<file path="src/hw/rtl/rrbd_pkg.sv">
`timescale 1ns / 1ps

package rrbd_pkg;

	// Pins per button group
	localparam int PIN_COUNT = 8;
	localparam int PIN_IDX_W = $clog2(PIN_COUNT);

	// Defaults for the top-level parameters
	localparam int DEF_SCAN_POSITIONS = 8;
	localparam int DEF_COUNT_WIDTH    = 8;

	// Debounce threshold after reset
	localparam logic [7:0] THRESHOLD_RESET = 8'd8;

	// Pressure byte codes
	localparam logic [7:0] PRESSURE_ON  = 8'hFF;
	localparam logic [7:0] PRESSURE_OFF = 8'h00;

	typedef struct packed {
		logic [7:0] raw_buttons_first;
		logic [7:0] raw_buttons_second;
		logic       pressure_enable;
	} in_item_t;

	typedef struct packed {
		logic [7:0] debounced_first_out;
		logic [7:0] debounced_second_out;
		logic [2:0] serviced_position;
		logic [7:0] pressure_first_out;
		logic [7:0] pressure_second_out;
	} out_item_t;

	// What one lane reports for the serviced position
	typedef struct packed {
		logic [7:0] debounced;
		logic [7:0] pressure;
	} lane_res_t;

endpackage

</file>
<file path="src/hw/rtl/rrbd_lane.sv">
`timescale 1ns / 1ps

module rrbd_lane
	import rrbd_pkg::*;
#(
	parameter int COUNT_WIDTH = DEF_COUNT_WIDTH
) (
	input  logic                 clk,
	input  logic                 arst_n,
	input  logic                 accept,
	input  logic                 in_range,
	input  logic [PIN_IDX_W-1:0] pin_idx,
	input  logic [7:0]           raw,
	input  logic                 enable,
	input  logic [7:0]           threshold,
	output lane_res_t            res
);

	localparam int CMP_W = (COUNT_WIDTH > 8) ? COUNT_WIDTH : 8;
	localparam logic [COUNT_WIDTH-1:0] COUNT_MAX = {COUNT_WIDTH{1'b1}};

	logic [COUNT_WIDTH-1:0] count_q [PIN_COUNT];
	logic [7:0]             prev_q;
	logic [7:0]             deb_q;
	logic [PIN_COUNT-1:0]   flag_q;

	logic                   pin;
	logic                   changed;
	logic [COUNT_WIDTH-1:0] cnt_cur;
	logic [COUNT_WIDTH-1:0] cnt_inc;
	logic [COUNT_WIDTH-1:0] cnt_new;
	logic                   pressed;
	logic [7:0]             deb_new;
	logic                   flag_new;

	// Evaluate the serviced button: count, clear on change, press on threshold
	always_comb begin
		pin      = raw[pin_idx];
		changed  = (pin != prev_q[pin_idx]);
		cnt_cur  = count_q[pin_idx];
		cnt_inc  = (!pin && (cnt_cur != COUNT_MAX)) ? cnt_cur + 1'b1 : cnt_cur;
		cnt_new  = changed ? '0 : cnt_inc;
		pressed  = (CMP_W'(cnt_new) >= CMP_W'(threshold));
		deb_new  = deb_q;
		flag_new = flag_q[pin_idx];
		if (changed) begin
			deb_new[pin_idx] = 1'b1;
			if (enable) begin
				flag_new = 1'b0;
			end
		end
		if (pressed) begin
			deb_new[pin_idx] = 1'b0;
			if (enable) begin
				flag_new = 1'b1;
			end
		end
	end

	// Report post-update state; positions without a pin report the held debounced state and pressure off
	always_comb begin
		if (in_range) begin
			res.debounced = deb_new;
			res.pressure  = flag_new ? PRESSURE_ON : PRESSURE_OFF;
		end else begin
			res.debounced = deb_q;
			res.pressure  = PRESSURE_OFF;
		end
	end

	// Commit the serviced button's state on each transaction at a position with a pin
	always_ff @(posedge clk or negedge arst_n) begin
		if (!arst_n) begin
			for (int i = 0; i < PIN_COUNT; i++) begin
				count_q[i] <= '0;
			end
			prev_q <= 8'hFF;
			deb_q  <= 8'hFF;
			flag_q <= '0;
		end else if (accept && in_range) begin
			count_q[pin_idx] <= cnt_new;
			prev_q[pin_idx]  <= pin;
			deb_q            <= deb_new;
			flag_q[pin_idx]  <= flag_new;
		end
	end

endmodule

</file>
<file path="src/hw/rtl/rrbd_out_buf.sv">
`timescale 1ns / 1ps

module rrbd_out_buf
	import rrbd_pkg::*;
(
	input  logic      clk,
	input  logic      arst_n,
	input  logic      push,
	input  out_item_t push_data,
	output logic      full,
	output logic      out_valid,
	input  logic      out_stall,
	output out_item_t out_data
);

	logic      out_valid_q;
	out_item_t out_q;
	logic      skid_valid_q;
	out_item_t skid_q;
	logic      pop;

	assign pop       = out_valid_q && !out_stall;
	assign full      = skid_valid_q;
	assign out_valid = out_valid_q;
	assign out_data  = out_q;

	// Hold valid flags: output register plus one skid entry
	always_ff @(posedge clk or negedge arst_n) begin
		if (!arst_n) begin
			out_valid_q  <= 1'b0;
			skid_valid_q <= 1'b0;
		end else if (pop) begin
			if (skid_valid_q) begin
				skid_valid_q <= 1'b0;
			end else begin
				out_valid_q <= push;
			end
		end else if (push) begin
			if (out_valid_q) begin
				skid_valid_q <= 1'b1;
			end else begin
				out_valid_q <= 1'b1;
			end
		end
	end

	// Move payloads: drain skid first, else load the new transaction
	always_ff @(posedge clk) begin
		if (pop) begin
			if (skid_valid_q) begin
				out_q <= skid_q;
			end else if (push) begin
				out_q <= push_data;
			end
		end else if (push) begin
			if (out_valid_q) begin
				skid_q <= push_data;
			end else begin
				out_q <= push_data;
			end
		end
	end

endmodule

</file>
<file path="src/hw/rtl/round_robin_button_debouncer.sv">
`timescale 1ns / 1ps

// Channel   Direction  Handshake            Payload
// input     in         in_valid / in_stall  in_data  (in_item_t)
// output    out        out_valid / out_stall out_data (out_item_t)
// config    in         cfg_wr_en            cfg_wr_data (debounce threshold)
//
// One transaction per cycle while in_stall is low: both lanes service the
// scan position in the accepting cycle and the merged result is registered.
// Reset (arst_n low) releases every button, clears counters, pressure flags
// and the scan pointer, and sets the threshold to 8.
// A stalled result waits in the output register while one more transaction
// fills the skid entry; in_stall rises only when that entry is occupied.

module round_robin_button_debouncer
	import rrbd_pkg::*;
#(
	parameter int SCAN_POSITIONS = DEF_SCAN_POSITIONS,
	parameter int COUNT_WIDTH    = DEF_COUNT_WIDTH
) (
	input  logic      clk,
	input  logic      arst_n,
	input  logic      in_valid,
	output logic      in_stall,
	input  in_item_t  in_data,
	output logic      out_valid,
	input  logic      out_stall,
	output out_item_t out_data,
	input  logic      cfg_wr_en,
	input  logic [7:0] cfg_wr_data
);

	localparam int PTR_W = $clog2(SCAN_POSITIONS);
	localparam logic [PTR_W-1:0] PTR_LAST = PTR_W'(SCAN_POSITIONS - 1);

	logic [7:0]           threshold_q;
	logic [PTR_W-1:0]     scan_ptr_q;
	logic                 accept;
	logic                 buf_full;
	logic                 in_range;
	logic [PIN_IDX_W-1:0] pin_idx;
	lane_res_t            res_first;
	lane_res_t            res_second;
	out_item_t            merged;

	assign in_stall = buf_full;
	assign accept   = in_valid && !buf_full;
	assign in_range = (32'(scan_ptr_q) < PIN_COUNT);
	assign pin_idx  = PIN_IDX_W'(scan_ptr_q);

	// Hold the debounce threshold
	always_ff @(posedge clk or negedge arst_n) begin
		if (!arst_n) begin
			threshold_q <= THRESHOLD_RESET;
		end else if (cfg_wr_en) begin
			threshold_q <= cfg_wr_data;
		end
	end

	// Advance the scan pointer on each transaction, wrapping at the last position
	always_ff @(posedge clk or negedge arst_n) begin
		if (!arst_n) begin
			scan_ptr_q <= '0;
		end else if (accept) begin
			scan_ptr_q <= (scan_ptr_q == PTR_LAST) ? '0 : scan_ptr_q + 1'b1;
		end
	end

	rrbd_lane #(
		.COUNT_WIDTH (COUNT_WIDTH)
	) u_lane_first (
		.clk       (clk),
		.arst_n    (arst_n),
		.accept    (accept),
		.in_range  (in_range),
		.pin_idx   (pin_idx),
		.raw       (in_data.raw_buttons_first),
		.enable    (in_data.pressure_enable),
		.threshold (threshold_q),
		.res       (res_first)
	);

	rrbd_lane #(
		.COUNT_WIDTH (COUNT_WIDTH)
	) u_lane_second (
		.clk       (clk),
		.arst_n    (arst_n),
		.accept    (accept),
		.in_range  (in_range),
		.pin_idx   (pin_idx),
		.raw       (in_data.raw_buttons_second),
		.enable    (in_data.pressure_enable),
		.threshold (threshold_q),
		.res       (res_second)
	);

	// Merge both lanes and the serviced position into one result
	always_comb begin
		merged.debounced_first_out  = res_first.debounced;
		merged.debounced_second_out = res_second.debounced;
		merged.serviced_position    = 3'(scan_ptr_q);
		merged.pressure_first_out   = res_first.pressure;
		merged.pressure_second_out  = res_second.pressure;
	end

	rrbd_out_buf u_out_buf (
		.clk       (clk),
		.arst_n    (arst_n),
		.push      (accept),
		.push_data (merged),
		.full      (buf_full),
		.out_valid (out_valid),
		.out_stall (out_stall),
		.out_data  (out_data)
	);

endmodule
</file>
<file path="config.mk">
export PLATFORM = sky130hd
export DESIGN_NAME = round_robin_button_debouncer
export DESIGN_NICKNAME = d
export VERILOG_FILES = /design/src/hw/rtl/rrbd_pkg.sv /design/src/hw/rtl/rrbd_lane.sv /design/src/hw/rtl/rrbd_out_buf.sv /design/src/hw/rtl/round_robin_button_debouncer.sv
export SDC_FILE = /design/constraint.sdc
export NUM_CORES = 1
export LEC_CHECK = 0
export BUFFER_PORTS_ARGS = -buffer_cell sky130_fd_sc_hd__clkbuf_2
export CELL_PAD_IN_SITES_DETAIL_PLACEMENT = 1
export CELL_PAD_IN_SITES_GLOBAL_PLACEMENT = 2
export CORE_UTILIZATION = 25
export CTS_CLUSTER_DIAMETER = 40
export DETAILED_ROUTE_END_ITERATION = 8
export GPL_ROUTABILITY_DRIVEN = 0
export PLACE_DENSITY = 0.52
export SLEW_MARGIN = 20
export SYNTH_ARGS = -nofsm -noshare
export SYNTH_HDL_FRONTEND = slang
export SYNTH_SLANG_ARGS = --single-unit
</file>
<file path="constraint.sdc">
create_clock -name clk -period 4.96 [get_ports clk]
set_clock_uncertainty 0.1 [all_clocks]
set_input_delay 1.24 -clock clk [delete_from_list [all_inputs] [get_ports clk]]
set_output_delay 1.24 -clock clk [all_outputs]
set_load 0.1 [all_outputs]
</file>
==> results of run 1 <==
==> sequential cells by signal, summed over array words and instances (netlist names), 21 cells and up <==
name,cells
u_lane_first.count_q,64
u_lane_second.count_q,64
u_out_buf.out_data,21
u_out_buf.skid_q,21
==> logic make-up after synthesis <==
logic type | Yosys count | share of synthesized area
fa+ha+maj | 20 | 0.02181
compound gates | 303 | 0.1607
buf+inv | 108 | 0.04853
xor+xnor | 2 | 0.002182
simple gates | 291 | 0.1169
flops | 231 | 0.5257
mux | 95 | 0.1241
==> layout make-up <==
| cell class | count | area (um^2) | area share |
|---|---|---|---|
| clock buffers | 62 | 1252 | 0.08674 |
| clock inverters | 23 | 279.0 | 0.01932 |
| multi-input cells | 711 | 4937 | 0.3419 |
| repair buffers | 152 | 1094 | 0.07574 |
| inverters | 23 | 86.33 | 0.005979 |
| well taps | 600 | 750.7 | 0.05199 |
| flip-flops and latches | 231 | 6040 | 0.4183 |
==> cells in the mapped netlist (6+ instances only) <==
cell type / instances
buf_2: 10
and2_1: 16
buf_6: 9
edfxtp_1: 42
ha_1: 20
mux4_2: 28
o21ai_1: 32
nor2b_1: 9
a22oi_1: 9
buf_4: 19
nand2b_1: 11
dfstp_2: 33
a21oi_2: 13
nor3_1: 6
a21oi_1: 155
nand3_1: 6
mux2_2: 45
mux2i_1: 13
clkbuf_1: 45
o21ai_0: 47
nand2_1: 113
inv_1: 22
dfrtp_1: 156
nor2_1: 104
a221oi_1: 7
==> metal layers <==
layer / wire length [um] / vias to the layer above / share of wire
li1: - / 3989 / -
met1: 17380 / 4166 / 0.48
met2: 16430 / 125 / 0.45
met3: 1241 / 58 / 0.034
met4: 1240 / 0 / 0.034
met5: 0 / - / 0
==> worst max-delay path by stage <==
stage,from,end,cells after the start
2_1_floorplan,in_data[12],u_out_buf.out_data[14]$_DFFE_PP_,16
3_3_place_gp,in_data[4],u_out_buf.out_data[24]$_DFFE_PP_,16
3_5_place_dp,in_data[8],u_out_buf.out_data[24]$_DFFE_PP_,16
4_1_cts,pin_idx[1]$_DFFE_PN0P_,u_out_buf.out_data[24]$_DFFE_PP_,16
5_1_grt,pin_idx[0]$_DFFE_PN0P_,u_out_buf.out_data[14]$_DFFE_PP_,18
6_report,pin_idx[1]$_DFFE_PN0P_,u_out_buf.out_data[24]$_DFFE_PP_,17
==> per-stage QoR <==
stage                     cells  setup slack, ns
after floorplan            1050          0.04954
after global placement     1713         -0.03665
after detailed placement   1713         -0.01877
after CTS                  1798           0.1743
after global routing       1802          0.08413
final                      1802           0.3303
==> worst max-delay path: cells and delay by family, from the launching register on <==
| kind | cells | cell delay (ns) |
|---|---|---|
| mux | 2 | 0.39 |
| fa+ha+maj | 1 | 0.22 |
| flops | 1 | 0.62 |
| simple gates | 1 | 0.21 |
| buf+inv | 5 | 0.84 |
| compound gates | 8 | 2.06 |
==> timing repair <==
item,CTS,global route
endpoints found under the setup margin,0,16
setup buffers,0,3
endpoints found under the hold margin,0,0
resized for setup,0,2
==> summary.md, run 1 <==
| Metric | Value |
|---|---|
| Met2 usage | 0.2491 |
| GR Util met1 | 0.2201 |
| TritonCTS clock tree | done |
| Critical path fanouts, max | 21 |
| Slew @ Worst Pin | 1.026 ns |
| WL per Instance | between 20 and 25 um |
| Synth Area per Inst | 10.93 um^2 |
| Number of vias per cell | roughly 4.6 |
| M3 GR Usage | 0.02681 |
| Worst r2r path cells | 17 |
| Total number of vias | 8338 |
| Slowest cell delay on critical path | 0.62 ns |
| Area leader, netlist | dfrtp_1 |
| Rows | 78 |
| Most used DFF post-synth | dfrtp_1 |
| Number of H-tree levels | 2 |
| Setup violators final | 0 |
| Max Clock Freq | 216.0 MHz |
| Hold crit path type | reg2reg |
| Vias in the first global route | roughly 9k |
| Final Slew Violations | 0 |
| Root Buffer | clkbuf_16 |
| Starting density of the core | 0.2534 |
| Crit path time final | ~4.6 ns |
| CP Capture Type | register |
| Area grow syn2layout | 25.84% |
| Reg clk slew, reported paths | 0.05 ns |
| Die H | between 200 and 250 um |
| Final core utilization | 0.3189 |
| Hold Startpoint | u_lane_second.count_q[14]$_DFFE_PN0P_ |
| IO buf count | 66 |
| Largest net degree at the start of global routing | 116 |
| EDFF count, synth | 42 |
| Post-Layout Inst Area | about 14000 um^2 |
| Flops & latches, synth | about 230 |
| Total GRT Usage | 0.1610 |
| Area of the core | 45280 um^2 |
| Cell Chain, Critical Path | buf_4 > buf_4 > mux2i_1 > and2_1 > a2111oi_4 > o2111ai_2 > buf_4 > a211oi_1 > a31oi_4 > inv_1 > ha_1 > a21oi_1 > o21ai_0 > o41a_1 > buf_12 > a21oi_1 > mux2_2 |
| Yosys cell types | 77 |
| Fraction of layout cells with a size suffix above 1 | 0.3170 |
| Period utilization | 0.9334 |
| Commonest cells after routing, fill and taps aside | a21oi_1, dfrtp_1, nand2_1, nor2_1, buf_4 |
| First-pass GRT wire length | 56640 um |
| Yosys warning count | 0 |
| Ports | 67 |
| CTS Buf Count | between 40 and 50 |
| Full die area | 46760 um^2 |
| Hold WS | 0.3715 ns |
| Result of the run | finished, final reports clean |
| Max cap viols | 0 |
| Element type at the critical path start | register |
| DRC Markers | 0 |
| Required time of the worst setup path | roughly 5.3 ns |
| Initial antenna violation count | 0 |
| CP Class | reg2reg |
| Rel. slew slack | 0.3158 |
| RR Startpoint | pin_idx[1]$_DFFE_PN0P_ |
| RSZ-0062 raised after global routing | no |
| Post-Syn Area | 11470 um^2 |
| Clock sink count | around 230 |
| Cts-stage hold buffer count | 0 |
| Hold endpoint | u_lane_second.count_q[14]$_DFFE_PN0P_ |
| Seq/Total Area, Yosys | 0.5257 |
| Post-synth ARST share | 0.8182 |
| DRT antenna net count | 0 |
| R2R Path End | u_out_buf.out_data[24]$_DFFE_PP_ |
| DR iter-0 viols | between 200 and 300 |
| Final WL | 36300 um |
| Final Net Count | between 1k and 1.5k |
| Worst EP arrival | 4.97 ns |
| Setup_tns | 0 ns |
| Worst skew pair latency | 0.57 ns |
| First-pass DRT Iterations | 4 |
| Clk buf depth | 3 |
| Most used cell, CP | buf_4 |
| Post-DP HPWL | around 25000 um |
| Gr busiest metal | met2 |
| WHS Path Cells | 2 |
| Placed Area | ~13000 um^2 |
| Total gr overflow | 0 |
| Critical-path top delay cell | dfrtp_4 |
| R2R Setup Slk | 0.33 ns |
| Die Span X | approximately 220 um |
| Cells after Synth | ~1.1k |
| Syn Nets | about 1.1k |
| Filler cells | 5040 |
| Final Hold Fails | 0 |
| # diodes | 0 |
| Area contributors post-synth | dfrtp_1, edfxtp_1, dfstp_2, a21oi_1, mux4_2 |
| Yosys top cell area share | 0.3402 |
Power of run 1 is left out: the tool's default activity adds up to more than one toggle a clock period on the data nets, which glitch-free logic cannot reach.
==> run 2: changes to the inputs <==
--- a/config.mk
+++ b/config.mk
@@ -8,6 +8,7 @@
 export BUFFER_PORTS_ARGS = -buffer_cell sky130_fd_sc_hd__clkbuf_2
 export CELL_PAD_IN_SITES_DETAIL_PLACEMENT = 1
 export CELL_PAD_IN_SITES_GLOBAL_PLACEMENT = 2
+export CORE_MARGIN = 2
 export CORE_UTILIZATION = 25
 export CTS_CLUSTER_DIAMETER = 40
 export DETAILED_ROUTE_END_ITERATION = 8
==> run 2 against run 1 <==
Net effect: routed wire length increased by 1.2%; worst setup slack got worse by 0.089 ns; core utilization grew 0.083 points; global-route usage fell by 0.31 points; sequential share of layout area down 0.20 points; first-iteration DRC count up 42%; final cell count is the same; register-to-register slack worse by 0.09 ns; non-clock buffer count shrank 1; clock-buffer cell count grew 1; cell area up 0.48%.
==> summary.md, run 2 (synthesis gave the netlist of run 1 again) <==
| Metric | Value |
|---|---|
| R2R Path End | u_lane_second.flag_q[7]$_DFFE_PN0P_ |
| Total gr overflow | 0 (unchanged) |
| Inst Count DP | 1708 (-0.29%) |
| Worst skew pair latency | 0.56 ns (about the same) |
| RSZ-0062 raised after global routing | no |
| Final Net Count | 1215 (-0.082%) |
| CTS Buf Count | 47 (unchanged) |
| Die Span X | 218.2 um (+0.92%) |
| First-pass DRT Iterations | 4 (unchanged) |
| First-pass GRT wire length | 55920 um (-1.3%) |
| Clock sink count | 231 (unchanged) |
| IO buf count | 66 (unchanged) |
| Rows | 78 (unchanged) |
| Root Buffer | clkbuf_16 |
| Die H | 218.2 um (+0.92%) |
| Worst EP arrival | 5.01 ns (+0.04 ns) |
| RR Startpoint | pin_idx[1]$_DFFE_PN0P_ |
| TritonCTS clock tree | done |
| Final instance count without filler cells | 1802 (unchanged) |
| Hold crit path type | reg2reg |
| Total number of vias | 8305 (-0.40%) |
| Worst r2r path cells | 17 (unchanged) |
| # diodes | 0 (unchanged) |
| Largest delay share family, worst path | compound AO/OA/AOI/OAI gates |
| Full die area | 47620 um^2 (+1.9%) |
| Total GRT Usage | 0.1579 (-0.003108) |
| R2R Setup Slk | 0.24 ns (-0.09 ns) |
| Initial antenna violation count | 0 (unchanged) |
| Filler cells | 4988 (-1.0%) |
| DRT antenna net count | 0 (unchanged) |
| Critical path fanouts, max | 17 (-19%) |
| Commonest cells after routing, fill and taps aside | dfrtp_1, a21oi_1, nand2_1, nor2_1, buf_4 |
| DRC Markers | 0 (unchanged) |
| Critical path buffers and inverters | 3 (-2) |
| Worst path depth | 17 (unchanged) |
| Max Clock Freq | 211.9 MHz (-1.9%) |
| Setup violators final | 0 (unchanged) |
| Largest net degree at the start of global routing | 83 (-28%) |
| Final Hold Fails | 0 (unchanged) |
| Most common cell after layout, fill and taps aside | dfrtp_1 |
| Starting density of the core | 0.2528 (-0.0005449) |
| CP Class | reg2reg |
| Element type at the critical path start | register |
| Result of the run | finished, final reports clean |
| Clk buf depth | 3 (unchanged) |
| Max cap viols | 0 (unchanged) |
| Slew @ Worst Pin | 1.070 ns (+0.04407 ns) |
| WL per Instance | 20.38 um (+1.2%) |
| Reg clk slew, reported paths | 0.05 ns (about the same) |
| Fraction of layout cells with a size suffix above 1 | 0.3211 (+0.004160) |
| CP Capture Type | register |
| Largest regs | u_lane_first.count_q x64, u_lane_second.count_q x64 |
| Post-DP HPWL | 24720 um (-1.3%) |
| Hold Startpoint | u_lane_first.count_q[12]$_DFFE_PN0P_ |
| Final WL | 36730 um (+1.2%) |
| Area of the core | 45380 um^2 (+0.22%) |
| WHS Path Cells | 2 (unchanged) |
| Required time of the worst setup path | 5.25 ns (-0.05 ns) |
| Crit path launch | pin_idx[1]$_DFFE_PN0P_ |
| DR iter-0 viols | 386 (+42%) |
| Slowest cell delay on critical path | 0.61 ns (about the same) |
| Setup_tns | 0 ns (unchanged) |
| Number of vias per cell | 4.609 (-0.40%) |
| Rel. slew slack | 0.2826 (-0.03327) |
| Area grow syn2layout | 26.45% |
| Final Slew Violations | 0 (unchanged) |
| Critical-path top delay cell | dfrtp_4 |
| Cts-stage hold buffer count | 0 (unchanged) |
| Most used cell, CP | a21oi_1 |
| Ports | 67 (unchanged) |
| Period utilization | 0.9513 (+0.01794) |
| Cell Chain, Critical Path | buf_8 > mux2_4 > mux4_2 > o311a_1 > o2111ai_2 > o21ai_1 > a22oi_2 > ha_1 > nand2b_1 > a21o_1 > a21oi_1 > o21ai_0 > o41a_1 > buf_12 > a21oi_2 > buf_4 > a21oi_1 |
| Setup crit end | u_lane_second.flag_q[7]$_DFFE_PN0P_ |
| Crit path time final | 4.719 ns (+0.08896 ns) |
| Number of H-tree levels | 2 (unchanged) |
| Vias in the first global route | 8784 (-2.1%) |
## run 2: cell count changes in the layout (fill, tap and decap cells not counted), sizes merged
| cell | delta |
|---|---|
| inv | -3 |
| buf | -2 |
| bufinv | +2 |
| clkbuf | +2 |
| clkinv | +2 |
| clkinvlp | -1 |
## run 2: cell type report
class | count | area [um^2] | area share
clock buffers | 63 | 1276 | 0.08797
well taps | 600 | 750.7 | 0.05175
repair buffers | 151 | 1085 | 0.07477
multi-input cells | 711 | 4942 | 0.3407
inverters | 23 | 86.33 | 0.005951
flip-flops and latches | 231 | 6040 | 0.4163
clock inverters | 23 | 327.8 | 0.02260
## run 2: metal layers
layer / track usage / vias to the layer above / share of wire
met1: 0.2185 / 4164 / 0.48
met2: 0.2512 / 104 / 0.46
met3: 0.02561 / 58 / 0.034
met4: 0.05170 / 0 / 0.023
li1: - / 3979 / -
met5: 0 / - / 0
## run 2: worst min-delay path by stage
stage | to | slack (ns)
2_1_floorplan | u_lane_second.count_q[14]$_DFFE_PN0P_ | 0.34
3_3_place_gp | u_lane_first.count_q[12]$_DFFE_PN0P_ | 0.36
3_5_place_dp | u_lane_first.count_q[30]$_DFFE_PN0P_ | 0.37
4_1_cts | u_lane_first.count_q[30]$_DFFE_PN0P_ | 0.38
5_1_grt | u_lane_first.prev_q[3]$_DFFE_PN1P_ | 0.40
6_report | u_lane_first.count_q[12]$_DFFE_PN0P_ | 0.37
## run 2: stage by stage
stage | utilization | setup slack, ns | hold slack, ns | instance area, um^2
after floorplan | - | 0.04954 | 0.3444 | 11480
after global placement | 0.2822 | 0.05769 | 0.3588 | 12800
after detailed placement | 0.2822 | 0.02325 | 0.3699 | 12800
after CTS | 0.3175 | 0.05591 | 0.3803 | 14410
after global routing | 0.3197 | 0.02404 | 0.3975 | 14510
final | 0.3197 | 0.2414 | 0.3747 | 14510
## run 2: what timing repair did
item                                    CTS  global route
gates resized for setup                   0             4
endpoints found under the setup margin    0            29
buffers inserted                          0             8
## run 2: tightest hold or removal path, cell delays in order, from the launching register on
cell and delay (ns):
dfrtp_1 0.33, nand2_1 0.05, o21ai_0 0.06
Power of run 2 is left out for the same reason.
